File: src/psa_pkg.sv
// ----------------------------------------------------------------------------
// psa_pkg
// Shared types, codes and constants of the paged slot allocator.
// ----------------------------------------------------------------------------
package psa_pkg;

   localparam int MAX_PAGES_DEF      = 8;
   localparam int TOTAL_SLOTS_DEF    = 4096;
   localparam int PAGE_SLOTS_MAX_DEF = 1024;

   localparam int OPCODE_W   = 2;
   localparam int PAGE_W     = 3;
   localparam int SLOT_W     = 10;
   localparam int STATUS_W   = 2;
   localparam int COUNT_W    = 13;
   localparam int CSR_IDX_W  = 2;
   localparam int CSR_DATA_W = 11;
   localparam int INIT_SIZE_W = 11;
   localparam int PCT_W      = 7;
   localparam int GROW_W     = 4;

   localparam logic [INIT_SIZE_W-1:0] INIT_SIZE_RST = 11'd64;
   localparam logic [PCT_W-1:0]       PCT_RST       = 7'd90;
   localparam logic [GROW_W-1:0]      GROW_RST      = 4'd4;
   localparam logic [PCT_W-1:0]       PCT_MIN       = 7'd50;
   localparam logic [PCT_W-1:0]       PCT_MAX       = 7'd95;
   localparam logic [GROW_W-1:0]      GROW_MIN      = 4'd1;
   localparam logic [GROW_W-1:0]      GROW_MAX      = 4'd10;

   // floor(x / 100) as (x * RCP_MUL) >> RCP_SHIFT, exact for x below 2**30
   localparam int RCP_SHIFT = 32;
   localparam int RCP_W     = 26;
   localparam logic [RCP_W-1:0] RCP_MUL = 26'd42949673;

   typedef enum logic [OPCODE_W-1:0] {
      OP_ALLOC = 2'd0,
      OP_FREE  = 2'd1,
      OP_QUERY = 2'd2,
      OP_NONE  = 2'd3
   } opcode_type;

   typedef enum logic [STATUS_W-1:0] {
      ST_OK       = 2'd0,
      ST_NO_SPACE = 2'd1,
      ST_BAD_FREE = 2'd2
   } status_type;

   typedef enum logic [CSR_IDX_W-1:0] {
      CSR_INIT_SIZE = 2'd0,
      CSR_PCT       = 2'd1,
      CSR_GROW      = 2'd2
   } csr_index_type;

   typedef enum logic [4:0] {
      S_INIT, S_INIT_W1, S_INIT_W2, S_INIT_W3,
      S_IDLE,
      S_A_CP, S_A_LF,
      S_SCAN_START, S_SCAN_LATE, S_SCAN_STEP, S_SCAN_END,
      S_OPEN_CHK, S_OPEN_SET, S_OPEN_W1, S_OPEN_W2, S_OPEN_W3,
      S_TAKE_RD, S_TAKE_WR, S_NO_SPACE,
      S_FREE_RD, S_FREE_WR, S_QUERY_RD, S_QUERY_WR, S_NONE
   } state_type;

   typedef enum logic [2:0] {
      PS_CP, PS_LF, PS_SCAN, PS_LAST, PS_PICK, PS_REQ
   } psel_type;

   typedef struct packed {
      psel_type sel;
      logic     load_req;
      logic     init;
      logic     thr_set;
      logic     thr_add;
      logic     pick_cur;
      logic     scan_start;
      logic     scan_early;
      logic     scan_step;
      logic     open_chk;
      logic     open_do;
      logic     take_rd;
      logic     take_wr;
      logic     nospace;
      logic     free_wr;
      logic     query_wr;
      logic     none_wr;
   } cmd_type;

   typedef struct packed {
      logic       cfg_hit;
      opcode_type opcode;
      logic       sel_has_free;
      logic       thr_ok;
      logic       scan_last;
      logic       pick_valid;
      logic       scan_early;
      logic       open_ok;
   } stat_type;

endpackage

File: src/psa_ctrl.sv
// ----------------------------------------------------------------------------
// psa_ctrl
// Sequencer of the allocator: handshakes and per-request step order.
// ----------------------------------------------------------------------------
module psa_ctrl (
   input  logic              clock,
   input  logic              reset,
   input  logic              req_valid,
   output logic              req_ready,
   output logic              rsp_valid,
   input  logic              rsp_ready,
   input  psa_pkg::stat_type stat,
   output psa_pkg::cmd_type  cmd
);

   psa_pkg::state_type state_ff, state_in;
   logic               rsp_valid_ff, rsp_valid_in;
   logic               out_free;
   logic               finish;

   assign out_free  = !rsp_valid_ff || rsp_ready;
   assign rsp_valid = rsp_valid_ff;
   assign req_ready = (state_ff == psa_pkg::S_IDLE) && !stat.cfg_hit;

   always_ff @(posedge clock) begin
      if (reset) begin
         state_ff     <= psa_pkg::S_INIT;
         rsp_valid_ff <= 1'b0;
      end else begin
         state_ff     <= state_in;
         rsp_valid_ff <= rsp_valid_in;
      end
   end

   always_comb begin
      state_in = state_ff;
      cmd      = '0;
      cmd.sel  = psa_pkg::PS_PICK;
      finish   = 1'b0;
      case (state_ff)
         psa_pkg::S_INIT: begin
            cmd.init = 1'b1;
            state_in = psa_pkg::S_INIT_W1;
         end
         psa_pkg::S_INIT_W1: state_in = psa_pkg::S_INIT_W2;
         psa_pkg::S_INIT_W2: state_in = psa_pkg::S_INIT_W3;
         psa_pkg::S_INIT_W3: begin
            cmd.thr_set = 1'b1;
            state_in    = psa_pkg::S_IDLE;
         end
         psa_pkg::S_IDLE: begin
            if (req_valid) begin
               cmd.load_req = 1'b1;
               case (stat.opcode)
                  psa_pkg::OP_ALLOC: state_in = psa_pkg::S_A_CP;
                  psa_pkg::OP_FREE:  state_in = psa_pkg::S_FREE_RD;
                  psa_pkg::OP_QUERY: state_in = psa_pkg::S_QUERY_RD;
                  default:           state_in = psa_pkg::S_NONE;
               endcase
            end
         end
         psa_pkg::S_A_CP: begin
            cmd.sel      = psa_pkg::PS_CP;
            cmd.pick_cur = 1'b1;
            state_in     = stat.sel_has_free ? psa_pkg::S_TAKE_RD : psa_pkg::S_A_LF;
         end
         psa_pkg::S_A_LF: begin
            cmd.sel      = psa_pkg::PS_LF;
            cmd.pick_cur = 1'b1;
            if (stat.sel_has_free) begin
               state_in = psa_pkg::S_TAKE_RD;
            end else if (stat.thr_ok) begin
               state_in = psa_pkg::S_SCAN_START;
            end else begin
               state_in = psa_pkg::S_OPEN_CHK;
            end
         end
         psa_pkg::S_SCAN_START: begin
            cmd.scan_start = 1'b1;
            cmd.scan_early = 1'b1;
            state_in       = psa_pkg::S_SCAN_STEP;
         end
         psa_pkg::S_SCAN_LATE: begin
            cmd.scan_start = 1'b1;
            state_in       = psa_pkg::S_SCAN_STEP;
         end
         psa_pkg::S_SCAN_STEP: begin
            cmd.sel       = psa_pkg::PS_SCAN;
            cmd.scan_step = 1'b1;
            if (stat.scan_last) state_in = psa_pkg::S_SCAN_END;
         end
         psa_pkg::S_SCAN_END: begin
            if (stat.pick_valid) begin
               state_in = psa_pkg::S_TAKE_RD;
            end else if (stat.scan_early) begin
               state_in = psa_pkg::S_OPEN_CHK;
            end else begin
               state_in = psa_pkg::S_NO_SPACE;
            end
         end
         psa_pkg::S_OPEN_CHK: begin
            cmd.sel      = psa_pkg::PS_LAST;
            cmd.open_chk = 1'b1;
            state_in     = stat.open_ok ? psa_pkg::S_OPEN_SET : psa_pkg::S_SCAN_LATE;
         end
         psa_pkg::S_OPEN_SET: begin
            cmd.open_do = 1'b1;
            state_in    = psa_pkg::S_OPEN_W1;
         end
         psa_pkg::S_OPEN_W1: state_in = psa_pkg::S_OPEN_W2;
         psa_pkg::S_OPEN_W2: state_in = psa_pkg::S_OPEN_W3;
         psa_pkg::S_OPEN_W3: begin
            cmd.thr_add = 1'b1;
            state_in    = psa_pkg::S_TAKE_RD;
         end
         psa_pkg::S_TAKE_RD: begin
            cmd.take_rd = 1'b1;
            state_in    = psa_pkg::S_TAKE_WR;
         end
         psa_pkg::S_TAKE_WR: begin
            if (out_free) begin
               cmd.take_wr = 1'b1;
               finish      = 1'b1;
            end
         end
         psa_pkg::S_NO_SPACE: begin
            if (out_free) begin
               cmd.nospace = 1'b1;
               finish      = 1'b1;
            end
         end
         psa_pkg::S_FREE_RD: begin
            cmd.sel  = psa_pkg::PS_REQ;
            state_in = psa_pkg::S_FREE_WR;
         end
         psa_pkg::S_FREE_WR: begin
            cmd.sel = psa_pkg::PS_REQ;
            if (out_free) begin
               cmd.free_wr = 1'b1;
               finish      = 1'b1;
            end
         end
         psa_pkg::S_QUERY_RD: begin
            cmd.sel  = psa_pkg::PS_REQ;
            state_in = psa_pkg::S_QUERY_WR;
         end
         psa_pkg::S_QUERY_WR: begin
            cmd.sel = psa_pkg::PS_REQ;
            if (out_free) begin
               cmd.query_wr = 1'b1;
               finish       = 1'b1;
            end
         end
         psa_pkg::S_NONE: begin
            if (out_free) begin
               cmd.none_wr = 1'b1;
               finish      = 1'b1;
            end
         end
         default: state_in = psa_pkg::S_INIT;
      endcase
      if (finish) state_in = psa_pkg::S_IDLE;
      // a register write rebuilds the pool from scratch
      if (stat.cfg_hit) begin
         cmd      = '0;
         cmd.sel  = psa_pkg::PS_PICK;
         finish   = 1'b0;
         state_in = psa_pkg::S_INIT;
      end
   end

   always_comb begin
      rsp_valid_in = rsp_valid_ff;
      if (rsp_valid_ff && rsp_ready) rsp_valid_in = 1'b0;
      if (finish) rsp_valid_in = 1'b1;
   end

endmodule

File: config.mk
export PLATFORM = sky130hd
export DESIGN_NAME = psa_ctrl
export DESIGN_NICKNAME = d
export VERILOG_FILES = /design/src/psa_pkg.sv /design/src/psa_ctrl.sv
export SDC_FILE = /design/constraint.sdc
export NUM_CORES = 1
export LEC_CHECK = 0
export BUFFER_PORTS_ARGS = -buffer_cell sky130_fd_sc_hd__buf_2
export CAP_MARGIN = 20
export CORE_UTILIZATION = 30
export DETAILED_ROUTE_END_ITERATION = 16
export GPL_TIMING_DRIVEN = 0
export PLACE_DENSITY = 0.53
export RECOVER_POWER = 25
export SYNTH_ARGS = -nofsm -noshare
export SYNTH_HDL_FRONTEND = slang
export SYNTH_SLANG_ARGS = --single-unit
File: constraint.sdc
create_clock -name clock -period 3.8 [get_ports clock]
set_clock_uncertainty 0.15 [all_clocks]
set_input_delay 0.38 -clock clock [delete_from_list [all_inputs] [get_ports clock]]
set_output_delay 0.38 -clock clock [all_outputs]
set_load 0.03 [all_outputs]
==> impl_metrics.json, run 1 <==
{
  "cts.clk_slew.worst_paths_ns": 0.05,
  "final_util": 0.387,
  "n_antenna_cell": 0,
  "drtIter0Drc": 47,
  "synth-edff-count": 0,
  "clock_sinks": 6,
  "hold_viol": 0,
  "synth_area_um2": 867,
  "ctsResizeCount": 0,
  "cts_setup_buffers": 0,
  "initial_core_util": 0.314,
  "fmax_mhz": 393,
  "vias": 1099,
  "ys_seq_area_frac": 0.139,
  "die-area_mm2": 0.00311,
  "start_kind": "register",
  "yosys_warnings": 0,
  "cts_max_path_buffers": 2,
  "grt.overflow.total": 0,
  "grt_max_degree": 11,
  "grt_setup_unrepaired": "false",
  "grt_use_total": 0.185,
  "cts_tree": "done",
  "p_comb_frac": 0.248,
  "p_sw_frac": 0.321,
  "slew_headroom": 0.608,
  "nNetsFinal": 177,
  "drive_gt1_frac": 0.302,
  "outcome": "finished clean",
  "hold_class": "input pin to register",
  "p_clk_frac": 0.370,
  "ys_seq_elements": 6,
  "wl_per_cell_um": 14.5,
  "drc": 0,
  "io_pins": 34,
  "p_leak_uw": 0.000443,
  "core_mm2": 0.00276,
  "crit_slowest_cell": "clkbuf_1",
  "avgSynthCellArea_um2": 6.88,
  "area_delta_synth_final_pct": 22.9,
  "grt_pass1_wl_mm": 4.60,
  "drtPass1Iterations": 4,
  "ant_nets": 0,
  "vdd.ir_drop.worst_uv": 154,
  "postCtsHoldBufs": 0,
  "path_cells": "clkbuf_1 > buf_2 > nand2_1 > o21ai_0 > a21oi_1 > nor2_1 > buf_2",
  "critPathMaxFanout": 10,
  "synth_cell_types": 44,
  "synthesis.nets": 139,
  "synth_ff_type": "dfxtp_1",
  "critPathKind": "register to output pin",
  "tns_ns": 0,
  "grt_pass1_vias": 962,
  "clk-insertion-delay-late_ns": 0.25,
  "slowest_delay_ns": 0.33,
  "power_switching_uw": 54.9,
  "p_per_area_mw_per_mm2": 161,
  "end_kind": "output pin",
  "period_needed_ns": 2.55,
  "cts-root-buf": "clkbuf_4",
  "cap_violations": 0,
  "hold_ws_ns": 0.184,
  "routabilityCongestion": 0.908,
  "fp.dieW_um": 55.8,
  "io_buffers": 33,
  "htreeDepth": 1,
  "worst_pin_slew_ns": 0.588,
  "fill_cells": 315,
  "maxSlewViolCount": 0,
  "setup_violations": 0,
  "cts_made_buffers": 3,
  "rows": 19,
  "sequentialPowerShare": 0.382,
  "synth_cells": 126,
  "async_reset_ff_frac": 0,
  "crit_arrival_ns": 2.02,
  "p_int_uw": 116,
  "fin_crit_sh": 0.670,
  "hpwl_mm": 2.19,
  "crit_top_cell": "buf_2",
  "antenna_found_initial": 0,
  "routed_wl_mm": 2.79,
  "die_h_um": 55.8,
  "cp.required_ns": 3.27,
  "vias_per_cell": 5.69
}
-- flip-flops by register name, indices dropped and copies added, names as in the netlist --
| register | flops |
|---|---|
| state_ff | 5 |
| rsp_valid | 1 |
-- area by class of cell --
| cell class | instances | area, um2 | share of cell area |
|---|---|---|---|
| Multi-Input combinational cell | 104 | 649 | 0.609 |
| Tap cell | 31 | 38.8 | 0.0364 |
| Inverter | 5 | 18.8 | 0.0176 |
| Buffer | 11 | 52.6 | 0.0493 |
| Sequential cell | 6 | 120 | 0.113 |
| Timing Repair Buffer | 33 | 164 | 0.154 |
| Clock buffer | 3 | 22.5 | 0.0211 |
-- worst paths after layout --
check	start	end	slack, ns	cells after the start
worst min-delay path	reset	rsp_valid	0.18	2
worst max register to register	state_ff[2]	state_ff[2]	1.49	6
worst max-delay path	state_ff[2]	cmd[16]	1.25	7
worst min register to register	rsp_valid	rsp_valid	0.41	2
-- synth_stat cells (2+ instances only) --
cell type   n  area, um2
inv_1       5       18.8
nand3b_1    2       15.0
a31oi_1     2       12.5
clkbuf_1    2       7.51
o211ai_1    3       22.5
o211a_1     2       20.0
nor4_2      2       25.0
buf_4       2       15.0
nor2_1     11       41.3
nand2b_1    9       56.3
nand3_1     3       15.0
buf_2       6       30.0
a21oi_1    11       55.1
o21ai_0     4       20.0
nand2_1    10       37.5
dfxtp_1     6        120
a21boi_0    2       15.0
nor4_1      5       31.3
nor3_1     14       70.1
-- worst max-delay path: cells and delay by family, from the launching register on --
kind | cells | cell delay [ns]
and+or+nand+nor | 2 | 0.28
DFF | 1 | 0.30
buffers and inverters | 3 | 0.84
AOI/OAI and AO/OA | 2 | 0.35
-- per-layer routing --
layer  share of wire  GRT usage  routed length [um]  up-vias
li1                -          -                   -      535
met4           0.010     0.0357                  29        0
met5               0          0                   0        -
met2            0.48      0.298                1340       47
met1            0.45      0.257                1250      513
met3           0.063     0.0349                 176        4
-- power by group through the flow --
stage	combinational, uW	clock [uW]	sequential, uW
after floorplan	27.7	0	66.8
after global placement	42.7	0	67.1
after detailed placement	43.1	0	67.1
after CTS	43.3	65.6	65.9
after global routing	46.6	69.5	65.5
final	42.4	63.3	65.5
-- logic make-up (layout without fill, tap and decap cells) --
group	count (synthesis)	in the layout	share of synthesized area
AOI/OAI and AO/OA	36	36	0.322
buffers and inverters	16	52	0.0866
and+or+nand+nor	65	65	0.414
xor gates and xnor gates	3	3	0.0390
DFF	6	6	0.139
-- cells in the final DEF, fill, tap and decap left out, types with 2 or more instances in the layout --
cell,count
o211ai_1,3
nand2b_1,9
clkbuf_4,3
nand3b_1,2
a31oi_1,2
a21oi_1,11
o211a_1,2
nand2_1,10
inv_1,5
nor3_1,14
nor4_2,2
nor2_1,12
clkbuf_1,4
o21ai_0,4
nand3_1,3
dfxtp_1,6
buf_2,38
nor4_1,5
a21boi_0,2
-- per-stage QoR --
step	std cells	setup slack, ns	instance area (um2)	power, uW
final	193	1.25	1070	171
after global routing	193	1.13	1070	182
after CTS	193	1.34	1090	175
after detailed placement	190	1.63	1070	110
after global placement	190	1.62	1070	110
after floorplan	126	1.43	867	94.5
Note: power is estimated with default switching activity, not from simulation.
==> run 2: changes to the inputs <==
- ABC_AREA: not set -> 1
- clock period: 3.8 -> 2.6 ns (I/O delays scaled with it)
==> run 2 against run 1 <==
Count of clock-buffer cells in the layout stayed put. Routed wire length rose by 0.39%. Synthesized cell count grew 35%. Critical path type unchanged. Global-route usage up 2.7 points. Largest power group unchanged. Combinational power rose by 25%. Die area is 4.0% lower.
==> impl_metrics.json, run 2 <==
{
  "end_kind": "output pin",
  "critPathKind": "register to output pin",
  "final_util": 0.410,
  "outcome": "finished clean",
  "drive_gt1_frac": 0.229,
  "area_delta_synth_final_pct": 25.6,
  "hold_viol": 0,
  "p_per_area_mw_per_mm2": 230,
  "grt_max_degree": 11,
  "final_common_cell": "nand2_1",
  "grt_use_total": 0.211,
  "rows": 18,
  "setup_violations": 0,
  "p_leak_uw": 0.000621,
  "async_reset_ff_frac": 0,
  "period_needed_ns": 2.19,
  "maxSlewViolCount": 0,
  "tns_ns": 0,
  "fmax_mhz": 457,
  "postCtsHoldBufs": 0,
  "synth-edff-count": 0,
  "n_antenna_cell": 0,
  "fp.dieW_um": 54.6,
  "critPathMaxFanout": 8,
  "cts_tree": "done",
  "cts_max_path_buffers": 2,
  "crit_arrival_ns": 1.78,
  "avgSynthCellArea_um2": 4.89,
  "cts-root-buf": "clkbuf_4",
  "io_buffers": 32,
  "cp.required_ns": 2.19,
  "crit_slowest_cell": "dfxtp_1",
  "final_cell_mix": "nand2_1 (53), nor2_1 (40), buf_2 (31)",
  "power_uw": 240,
  "grt_setup_unrepaired": "false",
  "worst_pin_slew_ns": 0.496,
  "yosys-top-cells-count": "nand2_1 (52), nor2_1 (39), inv_1 (20)",
  "final_cell_count_no_fill": 235,
  "slew_headroom": 0.670,
  "grt.overflow.total": 0,
  "ant_nets": 0,
  "start_kind": "register",
  "drtIter0Drc": 53,
  "routabilityCongestion": 0.917,
  "core_mm2": 0.00254,
  "largest_register_ffs": 5,
  "ys_seq_area_frac": 0.145,
  "yosys-top-cells-area": "nand2_1 (23%), nor2_1 (18%), dfxtp_1 (14%)",
  "drc": 0,
  "io_pins": 34,
  "slowest_delay_ns": 0.30,
  "initial_core_util": 0.326,
  "clock_sinks": 6,
  "hold_class": "input pin to register",
  "critical_path.top_delay_family": "buffers and inverters",
  "vdd.ir_drop.worst_uv": 309,
  "synth_top_cell_by_area": "nand2_1",
  "vias": 1192,
  "cts_made_buffers": 3,
  "regMostFlops": "state_ff",
  "htreeDepth": 1,
  "fin_crit_sh": 0.841,
  "grt_pass1_wl_mm": 4.42,
  "synthesis.nets": 183,
  "wl_per_cell_um": 11.9,
  "cts.clk_slew.worst_paths_ns": 0.05,
  "synth_top_area_share": 0.235,
  "die_h_um": 54.6,
  "vias_per_cell": 5.07,
  "yosys_warnings": 0,
  "multi_input_area_um2": 599,
  "synth_cells": 170,
  "seq_area_um2": 120,
  "post-place-cells": 232,
  "clk-insertion-delay-late_ns": 0.25,
  "hpwl_mm": 2.32,
  "fill_cells": 302,
  "synth.most_common_cell": "nand2_1",
  "grt_pass1_vias": 969,
  "routed_wl_mm": 2.80,
  "nNetsFinal": 220,
  "drtPass1Iterations": 5,
  "synth_cell_types": 21,
  "antenna_found_initial": 0,
  "ys_seq_elements": 6,
  "synth_area_um2": 831,
  "path_cells": "buf_2 > inv_2 > nand3_1 > inv_1 > nand2_2 > nand2_1 > o311ai_0 > buf_2",
  "die-area_mm2": 0.00298,
  "path_buf_inv": 4,
  "cts_setup_buffers": 0,
  "cap_violations": 0,
  "crit_top_cell": "buf_2",
  "synth_ff_type": "dfxtp_1",
  "ctsResizeCount": 0
}
run 2: changes by cell type after synthesis, moves of 8 or more:
cell and delta:
inv_1 +15, nand2_1 +42, nand2b_1 -9, nand3_1 +8, nor2_1 +28
run 2: worst paths after layout:
check | from | endpoint | slack [ns] | cells after the start
max | state_ff[4] | cmd[18] | 0.41 | 8
min | reset | rsp_valid | 0.08 | 2
max reg2reg | state_ff[3] | state_ff[1] | 0.81 | 9
min reg2reg | state_ff[0] | state_ff[0] | 0.42 | 2
run 2: cell type report:
| class | count | share of cell area |
|---|---|---|
| Tap cell | 30 | 0.0360 |
| Inverter | 25 | 0.0899 |
| Timing Repair Buffer | 32 | 0.151 |
| Sequential cell | 6 | 0.115 |
| Clock buffer | 3 | 0.0216 |
| Multi-Input combinational cell | 136 | 0.574 |
| Buffer | 3 | 0.0120 |
run 2: power by group:
group	internal [uW]	leakage, uW	switching (uW)
clock	52.4	0.0000138	36.8
sequential	94.0	0.0000486	3.27
combinational	17.5	0.000558	35.7
total	164	0.000621	75.8
run 2: stage by stage:
step | hold slack [ns] | worst slack [ns] | instance area (um2)
final | 0.0789 | 0.413 | 1040
after global routing | 0.0819 | 0.130 | 1040
after CTS | 0.0753 | 0.407 | 1050
after detailed placement | 0.334 | 0.685 | 1030
after global placement | 0.335 | 0.688 | 1030
after floorplan | 0.224 | 0.159 | 831
run 2: cells by family after synthesis:
| kind of cell | Yosys count | synth area share |
|---|---|---|
| flip-flops | 6 | 0.145 |
| buffers and inverters | 28 | 0.128 |
| AO/OA/AOI/OAI | 16 | 0.113 |
| AND/OR/NAND/NOR | 120 | 0.614 |
run 2: layer usage:
metal,share of wire,wire length (um),GRT usage
met1,0.46,1290,0.295
met2,0.46,1280,0.327
met3,0.071,198,0.0500
met4,0.011,32,0.0385
met5,0,0,0
